[config.mk]
export PLATFORM = sky130hd
export DESIGN_NAME = aabb_collision_resolve_unit_flat
export DESIGN_NICKNAME = d
export VERILOG_FILES = /design/src/hw/rtl/acr_pkg.sv /design/src/hw/rtl/acr_in_if.sv /design/src/hw/rtl/acr_out_if.sv /design/src/hw/rtl/acr_axis.sv /design/src/hw/rtl/aabb_collision_resolve_unit.sv /design/src/flat_wrapper.sv
export VERILOG_INCLUDE_DIRS = /design/src /design/src/hw/rtl
export SDC_FILE = /design/constraint.sdc
export NUM_CORES = 1
export LEC_CHECK = 0
export ABC_AREA = 1
export BUFFER_PORTS_ARGS = -buffer_cell sky130_fd_sc_hd__clkbuf_2
export CAP_MARGIN = 5
export CORE_ASPECT_RATIO = 0.6
export CORE_MARGIN = 4
export CORE_UTILIZATION = 45
export CTS_CLUSTER_DIAMETER = 120
export CTS_CLUSTER_SIZE = 14
export DETAILED_ROUTE_END_ITERATION = 8
export PLACE_DENSITY = 0.66
export SYNTH_ARGS = -nofsm -noshare
export SYNTH_HDL_FRONTEND = slang
export SYNTH_HIERARCHICAL = 1
export SYNTH_SLANG_ARGS = --single-unit
[constraint.sdc]
create_clock -name clk -period 19.5 [get_ports clk]
set_input_delay 0.975 -clock clk [delete_from_list [all_inputs] [get_ports clk]]
set_output_delay 0.975 -clock clk [all_outputs]
set_load 0.01 [all_outputs]
[src/hw/rtl/aabb_collision_resolve_unit_assert.svh]
// Assertion macros for the box collision resolve unit.
// Expects clk and rst_n in the scope of each use.
`ifndef AABB_COLLISION_RESOLVE_UNIT_ASSERT_SVH
`define AABB_COLLISION_RESOLVE_UNIT_ASSERT_SVH

// Condition must hold at every clock edge outside reset.
`define ACR_ASSERT_ALWAYS(lbl, cond, msg) \
  lbl: assert property (@(posedge clk) disable iff (!rst_n) (cond)) else $error(msg);

// Antecedent in one cycle implies the consequent in the same cycle.
`define ACR_ASSERT_IMPL(lbl, ante, cons, msg) \
  lbl: assert property (@(posedge clk) disable iff (!rst_n) (ante) |-> (cons)) \
    else $error(msg);

`endif

[src/hw/rtl/acr_pkg.sv]
// Shared widths, types and helper functions of the box collision resolve unit.
// No dependencies.
`default_nettype none

package acr_pkg;

  localparam int EDGE_W   = 20;          // Q12.8 edge coordinate
  localparam int SIZE_W   = 8;           // whole-pixel box size
  localparam int WEIGHT_W = 16;
  localparam int FRAC_W   = 8;
  localparam int EXT_W    = EDGE_W + 1;  // far edge = near edge + size
  localparam int SHIFT_W  = EXT_W + 1;   // difference of two far/near edges

  // Load enables of the register stages inside the axis slices.
  typedef struct packed {
    logic en2;
    logic en3;
  } acr_stage_en_t;

  // Far edge of a box: near edge plus the size scaled to Q.8.
  function automatic logic signed [EXT_W-1:0] acr_far_edge(
    input logic signed [EDGE_W-1:0] near_edge,
    input logic        [SIZE_W-1:0] size
  );
    logic signed [EXT_W-1:0] near_x;
    logic signed [EXT_W-1:0] size_x;
    near_x = EXT_W'(near_edge);
    size_x = $signed({{(EXT_W - SIZE_W - FRAC_W){1'b0}}, size, {FRAC_W{1'b0}}});
    return near_x + size_x;
  endfunction

  // Magnitude of a signed overlap.
  function automatic logic [SHIFT_W-1:0] acr_mag(input logic signed [SHIFT_W-1:0] v);
    logic signed [SHIFT_W-1:0] neg;
    neg = -v;
    return v[SHIFT_W-1] ? SHIFT_W'(neg) : SHIFT_W'(v);
  endfunction

endpackage

`default_nettype wire

[src/hw/rtl/acr_in_if.sv]
// Input channel of the box collision resolve unit: one box pair per beat.
// Depends on acr_pkg.
`default_nettype none

interface acr_in_if import acr_pkg::*; ();
  logic                       valid;
  logic                       ready;
  logic signed [EDGE_W-1:0]   left_a;
  logic signed [EDGE_W-1:0]   top_a;
  logic        [SIZE_W-1:0]   width_a;
  logic        [SIZE_W-1:0]   height_a;
  logic        [WEIGHT_W-1:0] weight_a;
  logic signed [EDGE_W-1:0]   left_b;
  logic signed [EDGE_W-1:0]   top_b;
  logic        [SIZE_W-1:0]   width_b;
  logic        [SIZE_W-1:0]   height_b;
  logic        [WEIGHT_W-1:0] weight_b;

  modport source (
    output valid, left_a, top_a, width_a, height_a, weight_a,
           left_b, top_b, width_b, height_b, weight_b,
    input  ready
  );

  modport sink (
    input  valid, left_a, top_a, width_a, height_a, weight_a,
           left_b, top_b, width_b, height_b, weight_b,
    output ready
  );
endinterface

`default_nettype wire

[src/hw/rtl/acr_out_if.sv]
// Result channel of the box collision resolve unit: one resolution per beat.
// Depends on acr_pkg.
`default_nettype none

interface acr_out_if import acr_pkg::*; ();
  logic                      valid;
  logic                      ready;
  logic                      hit;
  logic                      moved_box;
  logic signed [SHIFT_W-1:0] shift_x;
  logic signed [SHIFT_W-1:0] shift_y;
  logic                      clear_vel_x;
  logic                      clear_vel_y;

  modport source (
    output valid, hit, moved_box, shift_x, shift_y, clear_vel_x, clear_vel_y,
    input  ready
  );

  modport sink (
    input  valid, hit, moved_box, shift_x, shift_y, clear_vel_x, clear_vel_y,
    output ready
  );
endinterface

`default_nettype wire

[src/hw/rtl/acr_axis.sv]
// One axis of the resolve pipeline: span test, both signed overlaps, pick.
// Depends on acr_pkg; stage enables come from the top level.
`default_nettype none

module acr_axis import acr_pkg::*; (
  input  wire logic                      clk,
  input  wire acr_stage_en_t             en,
  input  wire logic                      moved_b,   // 1: box B moves
  input  wire logic signed [EXT_W-1:0]   lo_a,
  input  wire logic signed [EXT_W-1:0]   hi_a,
  input  wire logic signed [EXT_W-1:0]   lo_b,
  input  wire logic signed [EXT_W-1:0]   hi_b,
  output logic                           hit,
  output logic signed [SHIFT_W-1:0]      ov,
  output logic        [SHIFT_W-1:0]      ov_mag
);

  logic signed [EXT_W-1:0]   lo_f, hi_f, lo_m, hi_m;
  logic signed [SHIFT_W-1:0] d_far_nxt, d_near_nxt;
  logic                      hit_nxt;
  logic signed [SHIFT_W-1:0] d_far_r, d_near_r;
  logic                      hit2_r;
  logic [SHIFT_W-1:0]        mag_far, mag_near;
  logic signed [SHIFT_W-1:0] ov_nxt;
  logic signed [SHIFT_W-1:0] ov_r;
  logic [SHIFT_W-1:0]        ov_mag_r;
  logic                      hit3_r;

  // Stage 2: split into fixed and moving spans, form both overlaps.
  always_comb begin
    lo_f = moved_b ? lo_a : lo_b;
    hi_f = moved_b ? hi_a : hi_b;
    lo_m = moved_b ? lo_b : lo_a;
    hi_m = moved_b ? hi_b : hi_a;
    d_far_nxt  = SHIFT_W'(hi_f) - SHIFT_W'(lo_m);
    d_near_nxt = SHIFT_W'(lo_f) - SHIFT_W'(hi_m);
    // touching edges count as a hit
    hit_nxt = !((hi_a < lo_b) || (lo_a > hi_b));
  end

  always_ff @(posedge clk) begin
    if (en.en2) begin
      d_far_r  <= d_far_nxt;
      d_near_r <= d_near_nxt;
      hit2_r   <= hit_nxt;
    end
  end

  // Stage 3: keep the smaller overlap, the far one on a tie.
  always_comb begin
    mag_far  = acr_mag(d_far_r);
    mag_near = acr_mag(d_near_r);
    ov_nxt   = (mag_far <= mag_near) ? d_far_r : d_near_r;
  end

  always_ff @(posedge clk) begin
    if (en.en3) begin
      ov_r     <= ov_nxt;
      ov_mag_r <= (mag_far <= mag_near) ? mag_far : mag_near;
      hit3_r   <= hit2_r;
    end
  end

  assign hit    = hit3_r;
  assign ov     = ov_r;
  assign ov_mag = ov_mag_r;

endmodule

`default_nettype wire

[src/hw/rtl/aabb_collision_resolve_unit.sv]
// Top level of the box collision resolve unit: four-stage pipeline.
// Depends on acr_pkg, acr_in_if, acr_out_if, acr_axis and the assert macro header.
//
// Usage:
//   in_ch carries one box pair per beat (edges Q12.8, sizes in pixels, weights).
//   out_ch returns exactly one beat per input beat, in order: hit flag, which box
//   moves (the lighter one, box B on equal weight), the Q.8 shift for the moved
//   box and flags for the velocity components to clear. With no hit every
//   result field is zero.
//   Path: an accepted beat is registered after each step in order: edge extension
//   and weight compare, overlaps, per-axis pick, axis choice into the output
//   register, from which out_ch offers it.
//   Throughput: one beat per cycle sustained while out_ch.ready stays high; four
//   register stages each hold a valid bit, and every stage takes a new beat
//   whenever it is empty or the stage after it advances.
//   Stall: while out_ch.ready is low the output register holds its beat; the
//   stall ripples back stage by stage, empty stages still fill, and in_ch.ready
//   drops only when every stage is occupied. Nothing is dropped or repeated.
//   Reset (rst_n low, synchronous) clears all valid bits; in_ch.ready is high
//   right after reset.
`default_nettype none

module aabb_collision_resolve_unit import acr_pkg::*; (
  input  wire logic  clk,
  input  wire logic  rst_n,
  acr_in_if.sink     in_ch,
  acr_out_if.source  out_ch
);

  // Stage valid bits and load enables.
  logic          v1_r, v2_r, v3_r, v4_r;
  logic          en1, en4;
  acr_stage_en_t en;

  // Advance a stage when it is empty or its successor advances.
  assign en4    = !v4_r || out_ch.ready;
  assign en.en3 = !v3_r || en4;
  assign en.en2 = !v2_r || en.en3;
  assign en1    = !v1_r || en.en2;
  assign in_ch.ready = en1;

  always_ff @(posedge clk) begin
    if (!rst_n) begin
      v1_r <= 1'b0;
      v2_r <= 1'b0;
      v3_r <= 1'b0;
      v4_r <= 1'b0;
    end else begin
      if (en1)    v1_r <= in_ch.valid;
      if (en.en2) v2_r <= v1_r;
      if (en.en3) v3_r <= v2_r;
      if (en4)    v4_r <= v3_r;
    end
  end

  // Stage 1: extend edges to far edges, decide which box moves.
  logic signed [EXT_W-1:0] la1_r, ra1_r, ta1_r, ba1_r;
  logic signed [EXT_W-1:0] lb1_r, rb1_r, tb1_r, bb1_r;
  logic                    mv1_r;
  logic                    mv_nxt;

  // Strictly lighter A moves; otherwise B moves.
  assign mv_nxt = !(in_ch.weight_a < in_ch.weight_b);

  always_ff @(posedge clk) begin
    if (en1) begin
      la1_r <= EXT_W'(in_ch.left_a);
      ta1_r <= EXT_W'(in_ch.top_a);
      ra1_r <= acr_far_edge(in_ch.left_a, in_ch.width_a);
      ba1_r <= acr_far_edge(in_ch.top_a, in_ch.height_a);
      lb1_r <= EXT_W'(in_ch.left_b);
      tb1_r <= EXT_W'(in_ch.top_b);
      rb1_r <= acr_far_edge(in_ch.left_b, in_ch.width_b);
      bb1_r <= acr_far_edge(in_ch.top_b, in_ch.height_b);
      mv1_r <= mv_nxt;
    end
  end

  // Stages 2 and 3: per-axis span test and overlap pick.
  logic                      hit_x, hit_y;
  logic signed [SHIFT_W-1:0] ov_x, ov_y;
  logic [SHIFT_W-1:0]        mag_x, mag_y;
  logic                      mv2_r, mv3_r;

  acr_axis u_axis_x (
    .clk     (clk),
    .en      (en),
    .moved_b (mv1_r),
    .lo_a    (la1_r),
    .hi_a    (ra1_r),
    .lo_b    (lb1_r),
    .hi_b    (rb1_r),
    .hit     (hit_x),
    .ov      (ov_x),
    .ov_mag  (mag_x)
  );

  acr_axis u_axis_y (
    .clk     (clk),
    .en      (en),
    .moved_b (mv1_r),
    .lo_a    (ta1_r),
    .hi_a    (ba1_r),
    .lo_b    (tb1_r),
    .hi_b    (bb1_r),
    .hit     (hit_y),
    .ov      (ov_y),
    .ov_mag  (mag_y)
  );

  // Carry the mover choice alongside the axis slices.
  always_ff @(posedge clk) begin
    if (en.en2) mv2_r <= mv1_r;
    if (en.en3) mv3_r <= mv2_r;
  end

  // Stage 4: choose the axis of smaller overlap (both on a tie), zero on miss.
  logic                      hit_nxt, moved_nxt, cx_nxt, cy_nxt;
  logic signed [SHIFT_W-1:0] sx_nxt, sy_nxt;
  logic                      hit_r, moved_r, cx_r, cy_r;
  logic signed [SHIFT_W-1:0] sx_r, sy_r;

  always_comb begin
    hit_nxt   = hit_x && hit_y;
    moved_nxt = hit_nxt && mv3_r;
    cx_nxt    = hit_nxt && (mag_x <= mag_y);
    cy_nxt    = hit_nxt && (mag_y <= mag_x);
    sx_nxt    = cx_nxt ? ov_x : '0;
    sy_nxt    = cy_nxt ? ov_y : '0;
  end

  always_ff @(posedge clk) begin
    if (en4) begin
      hit_r   <= hit_nxt;
      moved_r <= moved_nxt;
      cx_r    <= cx_nxt;
      cy_r    <= cy_nxt;
      sx_r    <= sx_nxt;
      sy_r    <= sy_nxt;
    end
  end

  assign out_ch.valid       = v4_r;
  assign out_ch.hit         = hit_r;
  assign out_ch.moved_box   = moved_r;
  assign out_ch.shift_x     = sx_r;
  assign out_ch.shift_y     = sy_r;
  assign out_ch.clear_vel_x = cx_r;
  assign out_ch.clear_vel_y = cy_r;

  // Checks on the result beat.
`include "aabb_collision_resolve_unit_assert.svh"

  // A miss carries no mover, shift or clear flag.
  `ACR_ASSERT_IMPL(a_miss_is_zero, out_ch.valid && !out_ch.hit, !out_ch.moved_box && (out_ch.shift_x == '0) && (out_ch.shift_y == '0) && !out_ch.clear_vel_x && !out_ch.clear_vel_y, "miss beat carries nonzero resolution")
  // A hit always resolves along at least one axis.
  `ACR_ASSERT_IMPL(a_hit_has_axis, out_ch.valid && out_ch.hit, out_ch.clear_vel_x || out_ch.clear_vel_y, "hit beat resolves along no axis")
  // A shift only appears on an axis whose velocity is cleared.
  `ACR_ASSERT_ALWAYS(a_shift_needs_clear, !out_ch.valid || ((out_ch.clear_vel_x || (out_ch.shift_x == '0)) && (out_ch.clear_vel_y || (out_ch.shift_y == '0))), "shift on an axis that was not chosen")

endmodule

`default_nettype wire

[src/flat_wrapper.sv]
// flat-port wrapper written by rule: the top's interface ports become plain ports
module aabb_collision_resolve_unit_flat import acr_pkg::*;
  (clk, rst_n, in_ch_valid, in_ch_left_a, in_ch_top_a, in_ch_width_a, in_ch_height_a, in_ch_weight_a, in_ch_left_b, in_ch_top_b, in_ch_width_b, in_ch_height_b, in_ch_weight_b, in_ch_ready, out_ch_valid, out_ch_hit, out_ch_moved_box, out_ch_shift_x, out_ch_shift_y, out_ch_clear_vel_x, out_ch_clear_vel_y, out_ch_ready);
  acr_in_if in_ch_i ();
  acr_out_if out_ch_i ();
  input  wire logic clk;
  input  wire logic rst_n;
  input wire logic [$bits(in_ch_i.valid)-1:0] in_ch_valid;
  input wire logic [$bits(in_ch_i.left_a)-1:0] in_ch_left_a;
  input wire logic [$bits(in_ch_i.top_a)-1:0] in_ch_top_a;
  input wire logic [$bits(in_ch_i.width_a)-1:0] in_ch_width_a;
  input wire logic [$bits(in_ch_i.height_a)-1:0] in_ch_height_a;
  input wire logic [$bits(in_ch_i.weight_a)-1:0] in_ch_weight_a;
  input wire logic [$bits(in_ch_i.left_b)-1:0] in_ch_left_b;
  input wire logic [$bits(in_ch_i.top_b)-1:0] in_ch_top_b;
  input wire logic [$bits(in_ch_i.width_b)-1:0] in_ch_width_b;
  input wire logic [$bits(in_ch_i.height_b)-1:0] in_ch_height_b;
  input wire logic [$bits(in_ch_i.weight_b)-1:0] in_ch_weight_b;
  output wire logic [$bits(in_ch_i.ready)-1:0] in_ch_ready;
  output wire logic [$bits(out_ch_i.valid)-1:0] out_ch_valid;
  output wire logic [$bits(out_ch_i.hit)-1:0] out_ch_hit;
  output wire logic [$bits(out_ch_i.moved_box)-1:0] out_ch_moved_box;
  output wire logic [$bits(out_ch_i.shift_x)-1:0] out_ch_shift_x;
  output wire logic [$bits(out_ch_i.shift_y)-1:0] out_ch_shift_y;
  output wire logic [$bits(out_ch_i.clear_vel_x)-1:0] out_ch_clear_vel_x;
  output wire logic [$bits(out_ch_i.clear_vel_y)-1:0] out_ch_clear_vel_y;
  input wire logic [$bits(out_ch_i.ready)-1:0] out_ch_ready;
  assign in_ch_i.valid = in_ch_valid;
  assign in_ch_i.left_a = in_ch_left_a;
  assign in_ch_i.top_a = in_ch_top_a;
  assign in_ch_i.width_a = in_ch_width_a;
  assign in_ch_i.height_a = in_ch_height_a;
  assign in_ch_i.weight_a = in_ch_weight_a;
  assign in_ch_i.left_b = in_ch_left_b;
  assign in_ch_i.top_b = in_ch_top_b;
  assign in_ch_i.width_b = in_ch_width_b;
  assign in_ch_i.height_b = in_ch_height_b;
  assign in_ch_i.weight_b = in_ch_weight_b;
  assign in_ch_ready = in_ch_i.ready;
  assign out_ch_valid = out_ch_i.valid;
  assign out_ch_hit = out_ch_i.hit;
  assign out_ch_moved_box = out_ch_i.moved_box;
  assign out_ch_shift_x = out_ch_i.shift_x;
  assign out_ch_shift_y = out_ch_i.shift_y;
  assign out_ch_clear_vel_x = out_ch_i.clear_vel_x;
  assign out_ch_clear_vel_y = out_ch_i.clear_vel_y;
  assign out_ch_i.ready = out_ch_ready;
  aabb_collision_resolve_unit u_core (.clk(clk), .rst_n(rst_n), .in_ch(in_ch_i), .out_ch(out_ch_i));
endmodule
==> impl_metrics.json, run 1 <==
{
  "status": "complete, no violations",
  "fin_crit_ps": 4530,
  "die_y_um": 199,
  "syn_avg_cell_area_um2": 7.99,
  "grtUsageTotal": 0.223,
  "tns_ps": 0,
  "sequentialPowerShare": 0.333,
  "synth.area.top_cells": "edfxtp_1, nand2_1, ha_1, inv_1, o21ai_0",
  "drtPass1Iterations": 6,
  "p_comb_frac": 0.536,
  "vias": 23063,
  "drive_above_1_share": 0.0804,
  "clock_latency_ps": 590,
  "yosysMostFrequentCell": "nand2_1",
  "netlist_top_cells_count": "nand2_1, inv_1, edfxtp_1, ha_1, o21ai_0",
  "postSynthCellCount": 3419,
  "grt_max_degree": 130,
  "hold_viol_final": 0,
  "dieArea_um2": 64800,
  "instances_no_fill": 4425,
  "irDropWorstVdd_v": 0.000131,
  "cts_root_buf": "clkbuf_16",
  "path_clk_slew_ps": 70,
  "synth_edf_count": 361,
  "cts_hold_buf": 0,
  "cpPeakStageDelay_ps": 550,
  "clockPowerShare": 0.131,
  "crit_path_top_delay_cell": "nand2_4",
  "p_leak_nw": 14.8,
  "die_width_um": 326,
  "cp-start-kind": "primary input",
  "synth_top_area_share": 0.397,
  "fin_crit_sh": 0.232,
  "boundaryPins": 198,
  "fin_nets": 4024,
  "wl_per_cell_um": 16.5,
  "switching_power_mw": 2.10,
  "synth_top_area_cell": "edfxtp_1",
  "core_area_um2": 59700,
  "ys_types": 49,
  "ant_nets": 0,
  "drc": 0,
  "dp_hpwl_mm": 59.5,
  "timing.slew.headroom": 0.339,
  "diodes": 0,
  "num_rows": 69,
  "grt_first_pass_wirelength_mm": 115,
  "routed_via_density": 5.21,
  "crit_path_frequent_cell": "nor2_1",
  "start_util": 0.458,
  "syn_area_um2": 27300,
  "p_int_mw": 2.31,
  "dp_slack_ps": 14850,
  "switching_share": 0.476,
  "rsz0062_at_grt": "false",
  "grt_pass1_vias": 20851,
  "numClockSinks": 365,
  "crit_arrival_ps": 3560,
  "worst_slack_ps": 14970,
  "clockBufferDepth": 3,
  "final_util": 0.501,
  "cts_buffers": 30,
  "ys_warn_count": 6,
  "endpoint_kind": "primary output",
  "ys_ff_latch": 365,
  "routed_wl_mm": 72.9,
  "dpl.cell_count": 4369,
  "crit_required_ps": 18530,
  "cts_setup_buffers": 0,
  "gp_congestion": 0.942,
  "critPathKind": "primary input to primary output",
  "path_cells": "clkbuf_2 > nor2_1 > inv_2 > buf_4 > nor2_1 > clkinv_2 > nor2_1 > nand2_4 > clkbuf_2",
  "crit_fanout": 69,
  "portBuffers": 197,
  "synth-async-reset-ratio": 0,
  "cts_tree": "yes",
  "slew_viol_final": 0,
  "yosysSeqAreaShare": 0.400,
  "finalClockSkew_ps": 24.7,
  "final-setup-viol-count": 0,
  "tightest_slew_ps": 990,
  "min_path_type": "flip-flop to flip-flop",
  "cts_resized": 0,
  "synth_nets": 3858,
  "antenna_found_initial": 2,
  "area_growth_syn_to_layout_pct": 9.42,
  "pwr_density_cell_nw_per_um2": 148,
  "drt_iter0_drc": 2498,
  "synthFlopType": "edfxtp_1",
  "maxCapViolCount": 0,
  "max_freq_ghz": 0.221,
  "htreeDepth": 1,
  "grt-ovfl-total": 0
}
==> cell type report <==
cell class | count | area [um2]
Sequential cell | 365 | 10900
Fill cell | 5761 | 29800
Timing Repair Buffer | 204 | 1040
Inverter | 492 | 1850
Tap cell | 816 | 1020
Multi-Input combinational cell | 2492 | 14200
Clock buffer | 55 | 866
Clock inverter | 1 | 16.3
==> worst max-delay path: cells and delay by family <==
kind                   cells  cell delay [ps]
buffers and inverters      5             1170
AND/OR/NAND/NOR            4             1350
==> placed cells by master (no fill, tap or decap), types with 31 or more instances in the layout <==
cell,n
clkbuf_2,197
nand3_1,186
nand4_1,43
o21ai_0,251
nor3_1,38
nor2_1,244
clkbuf_16,31
xor2_1,118
inv_1,486
edfxtp_1,361
ha_1,283
o21ai_1,40
a21oi_1,177
nand2_1,947
==> path summary, 6_finish.rpt <==
kind,from,end,slack (ps),cells after the start
worst max-delay path,out_ch_ready,in_ch_ready,14970,9
worst min-delay path,u_core/mv2_r$_DFFE_PP_,u_core/mv3_r$_DFFE_PP_,420,0
worst max register to register,u_core/u_axis_y/d_far_r[0]$_DFFE_PP_,u_core/u_axis_y/ov_mag[19]$_DFFE_PP_,15040,17
worst min register to register,u_core/mv2_r$_DFFE_PP_,u_core/mv3_r$_DFFE_PP_,420,0
==> state kept, by name, summed over array words and instances (netlist names), 20 cells and up <==
| register | cells |
|---|---|
| u_core/lb1_r | 20 |
| u_core/out_ch.shift_x | 22 |
| u_core/u_axis_y/d_near_r | 22 |
| u_core/ta1_r | 20 |
| u_core/u_axis_x/d_near_r | 22 |
| u_core/u_axis_y/ov_mag | 21 |
| u_core/tb1_r | 20 |
| u_core/u_axis_x/d_far_r | 22 |
| u_core/u_axis_y/d_far_r | 22 |
| u_core/out_ch.shift_y | 22 |
| u_core/la1_r | 20 |
| u_core/u_axis_x/ov | 22 |
| u_core/u_axis_x/ov_mag | 21 |
| u_core/u_axis_y/ov | 22 |
==> kinds of logic (layout without fill, tap and decap cells) <==
logic type / Yosys count / after routing / synth area share
xor+xnor: 145 / 145 / 0.0470
simple gates: 1516 / 1516 / 0.230
fa+ha+maj: 291 / 291 / 0.135
flops: 365 / 365 / 0.400
buf+inv: 562 / 752 / 0.0815
compound gates: 540 / 540 / 0.106
==> per-stage QoR <==
| stage | power [mW] | hold WS [ps] | area, um2 |
|---|---|---|---|
| 2_1_floorplan | 3.15 | 400 | 27300 |
| 3_3_place_gp | 3.74 | 412 | 29000 |
| 3_5_place_dp | 3.78 | 412 | 29000 |
| 4_1_cts | 4.37 | 431 | 29900 |
| 5_1_grt | 4.82 | 442 | 29900 |
| 6_report | 4.41 | 421 | 29900 |
==> metal layers <==
| metal | GRT usage | up-vias | part of all wire |
|---|---|---|---|
| met2 | 0.279 | 852 | 0.34 |
| li1 | - | 11677 | - |
| met1 | 0.385 | 10479 | 0.54 |
| met3 | 0.0465 | 53 | 0.11 |
| met5 | 0 | - | 0.00027 |
| met4 | 0.0251 | 2 | 0.012 |
==> power by group through the flow <==
stage / clock, mW / combinational [mW] / sequential (mW)
final: 0.577 / 2.37 / 1.47
after global routing: 0.629 / 2.70 / 1.49
after CTS: 0.595 / 2.32 / 1.46
after detailed placement: 0 / 2.30 / 1.48
after global placement: 0 / 2.26 / 1.48
after floorplan: 0 / 1.79 / 1.36
(Power assumes the default switching activity.)
==> run 2, diff against run 1 <==
clock period = 4.5 ns   (was 19.5 ns; I/O delays follow)
==> run 2 against run 1 <==
Register-to-register slack worse by 14000 ps; sequential share of layout area down 1.2 points; critical path type is now flip-flop to flip-flop; total power rose to 4.4 times the previous value; largest power group unchanged; largest cell class unchanged.
==> impl_metrics.json, run 2 (synthesis gave the netlist of run 1 again) <==
{
  "nFillCells": 5644,
  "holdPathEnd": "u_core/out_ch.shift_x[8]$_SDFFCE_PN0P_",
  "cp-start-kind": "flip-flop",
  "critPathBufInv": 2,
  "wl_per_cell_um": 16.5,
  "crit_required_ps": 4850,
  "postPlaceCellArea_um2": 29100,
  "min_from": "out_ch_ready",
  "portBuffers": 197,
  "p_int_mw": 10.1,
  "endpoint_kind": "flip-flop",
  "fin_crit_sh": 0.825,
  "multi_input_area_um2": 14200,
  "cts_tree": "yes",
  "status": "complete, no violations",
  "core_area_um2": 59700,
  "diodes": 0,
  "numClockSinks": 365,
  "crit_path_frequent_cell": "nand2_1",
  "path_clk_slew_ps": 80,
  "regArea_um2": 10900,
  "routed_via_density": 5.18,
  "rrSetupSlack_ps": 790,
  "cts_setup_buffers": 0,
  "clockBufferDepth": 3,
  "path_cells": "inv_1 > ha_1 > nand3_1 > nor2_1 > nand3_1 > nand2_1 > nand3_1 > nand2_1 > inv_1 > ha_1 > nand2_1 > nor2_2 > nand4_2 > nor2_2 > nand2_1 > nand3_2 > nand2_4 > nand2_1 > nand2_1",
  "grt_first_pass_wirelength_mm": 117,
  "maxCapViolCount": 0,
  "switching_share": 0.475,
  "antenna_found_initial": 0,
  "fin_nets": 4122,
  "hold_viol_final": 0,
  "rsz0062_at_grt": "false",
  "clockPowerShare": 0.131,
  "dieArea_um2": 64800,
  "die_y_um": 199,
  "drtPass1Iterations": 5,
  "cts_resized": 0,
  "drive_above_1_share": 0.0819,
  "fin_crit_ps": 3710,
  "grt_max_degree": 121,
  "grtUsageTotal": 0.227,
  "p_comb_frac": 0.537,
  "ant_nets": 0,
  "cts_buffers": 30,
  "cts_root_buf": "clkbuf_16",
  "cpPeakStageDelay_ps": 450,
  "gp_congestion": 0.947,
  "min_path_type": "primary input to flip-flop",
  "timing.rr.end": "u_core/u_axis_y/ov[7]$_DFFE_PP_",
  "cts_hold_buf": 91,
  "routed_wl_mm": 74.5,
  "post-route-cell-area_um2": 30900,
  "hold_path_depth": 3,
  "r2r-start": "u_core/u_axis_y/d_near_r[0]$_DFFE_PP_",
  "htreeDepth": 1,
  "power_mw": 19.3,
  "vias": 23387,
  "final-setup-viol-count": 0,
  "max_freq_ghz": 0.269,
  "crit_fanout": 43,
  "crit_arrival_ps": 4070,
  "dp_hpwl_mm": 60.1,
  "drt_iter0_drc": 2483,
  "pwr_density_cell_nw_per_um2": 624,
  "final_cell_mix": "nand2_1, inv_1, edfxtp_1, ha_1, o21ai_0",
  "sequentialPowerShare": 0.333,
  "start_util": 0.458,
  "crit_path_top_delay_cell": "edfxtp_1",
  "layout_commonest_cell": "nand2_1",
  "grt_pass1_vias": 20914,
  "finalClockSkew_ps": 23.9,
  "die_width_um": 326,
  "drc": 0,
  "clock_latency_ps": 610,
  "tightest_slew_ps": 1120,
  "timing.slew.headroom": 0.255,
  "switching_power_mw": 9.15,
  "irDropWorstVdd_v": 0.000535,
  "area_growth_syn_to_layout_pct": 13.2,
  "critPathKind": "flip-flop to flip-flop",
  "rr_worst_depth": 19,
  "path_delay_family": "simple AND/OR/NAND/NOR gates",
  "p_leak_nw": 15.2,
  "boundaryPins": 198,
  "slew_viol_final": 0,
  "grt-ovfl-total": 0,
  "num_rows": 69
}
## run 2: cell types whose count changed in the layout (fill, tap and decap cells not counted), sizes merged
cell,previous run,this run
buf,7,14
bufinv,0,1
clkbuf,252,242
clkinv,3,1
clkinvlp,0,3
dlygate4sd3,0,91
## run 2: layout make-up
| class | instances | area share |
|---|---|---|
| Clock buffer | 45 | 0.0261 |
| Clock inverter | 3 | 0.00231 |
| Inverter | 492 | 0.0602 |
| Multi-Input combinational cell | 2492 | 0.460 |
| Sequential cell | 365 | 0.353 |
| Tap cell | 816 | 0.0330 |
| Timing Repair Buffer | 302 | 0.0656 |
## run 2: worst max path at each step
stage,start,to,depth (start not counted)
after floorplan,u_core/out_ch.valid$_SDFFE_PN0P_,u_core/mv2_r$_DFFE_PP_,7
after global placement,u_core/u_axis_x/d_near_r[1]$_DFFE_PP_,u_core/u_axis_x/ov[2]$_DFFE_PP_,19
after detailed placement,u_core/u_axis_y/d_near_r[0]$_DFFE_PP_,u_core/u_axis_y/ov[7]$_DFFE_PP_,19
after CTS,u_core/out_ch.valid$_SDFFE_PN0P_,in_ch_ready,8
after global routing,u_core/u_axis_x/d_near_r[1]$_DFFE_PP_,u_core/u_axis_x/ov[2]$_DFFE_PP_,18
final,u_core/u_axis_y/d_near_r[0]$_DFFE_PP_,u_core/u_axis_y/ov[7]$_DFFE_PP_,19
## run 2: per-stage QoR
stage | worst slack (ps) | std cells | util | setup TNS, ps | hold WS [ps]
2_1_floorplan | -354 | 3419 | - | -32170 | 324
3_3_place_gp | 948 | 4376 | 0.488 | 0 | 402
3_5_place_dp | 883 | 4376 | 0.488 | 0 | 404
4_1_cts | 853 | 4515 | 0.518 | 0 | 57.5
5_1_grt | 378 | 4515 | 0.518 | 0 | 66.6
6_report | 785 | 4515 | 0.518 | 0 | 68.0
## run 2: power by group through the flow
| stage | logic [mW] | clock network, mW | registers, mW |
|---|---|---|---|
| 6_report | 10.4 | 2.52 | 6.42 |
| 2_1_floorplan | 7.76 | 0 | 5.88 |
| 3_5_place_dp | 9.98 | 0 | 6.45 |
| 5_1_grt | 11.7 | 2.74 | 6.50 |
| 3_3_place_gp | 9.84 | 0 | 6.44 |
| 4_1_cts | 10.1 | 2.60 | 6.37 |
## run 2: worst reg2reg max path, cell delays in order (launching register included)
cell and delay (ps):
edfxtp_1 450, inv_1 110, ha_1 170, nand3_1 180, nor2_1 230, nand3_1 120
nand2_1 150, nand3_1 90, nand2_1 130, inv_1 60, ha_1 270, nand2_1 60
nor2_2 120, nand4_2 120, nor2_2 160, nand2_1 80, nand3_2 310, nand2_4 390
nand2_1 170, nand2_1 80
## run 2: layer usage
layer | share of wire | global-route usage | vias to the layer above
met5 | 0 | 0 | -
met4 | 0.013 | 0.0296 | 0
met3 | 0.10 | 0.0437 | 56
met2 | 0.35 | 0.286 | 906
met1 | 0.54 | 0.391 | 10548
li1 | - | - | 11877
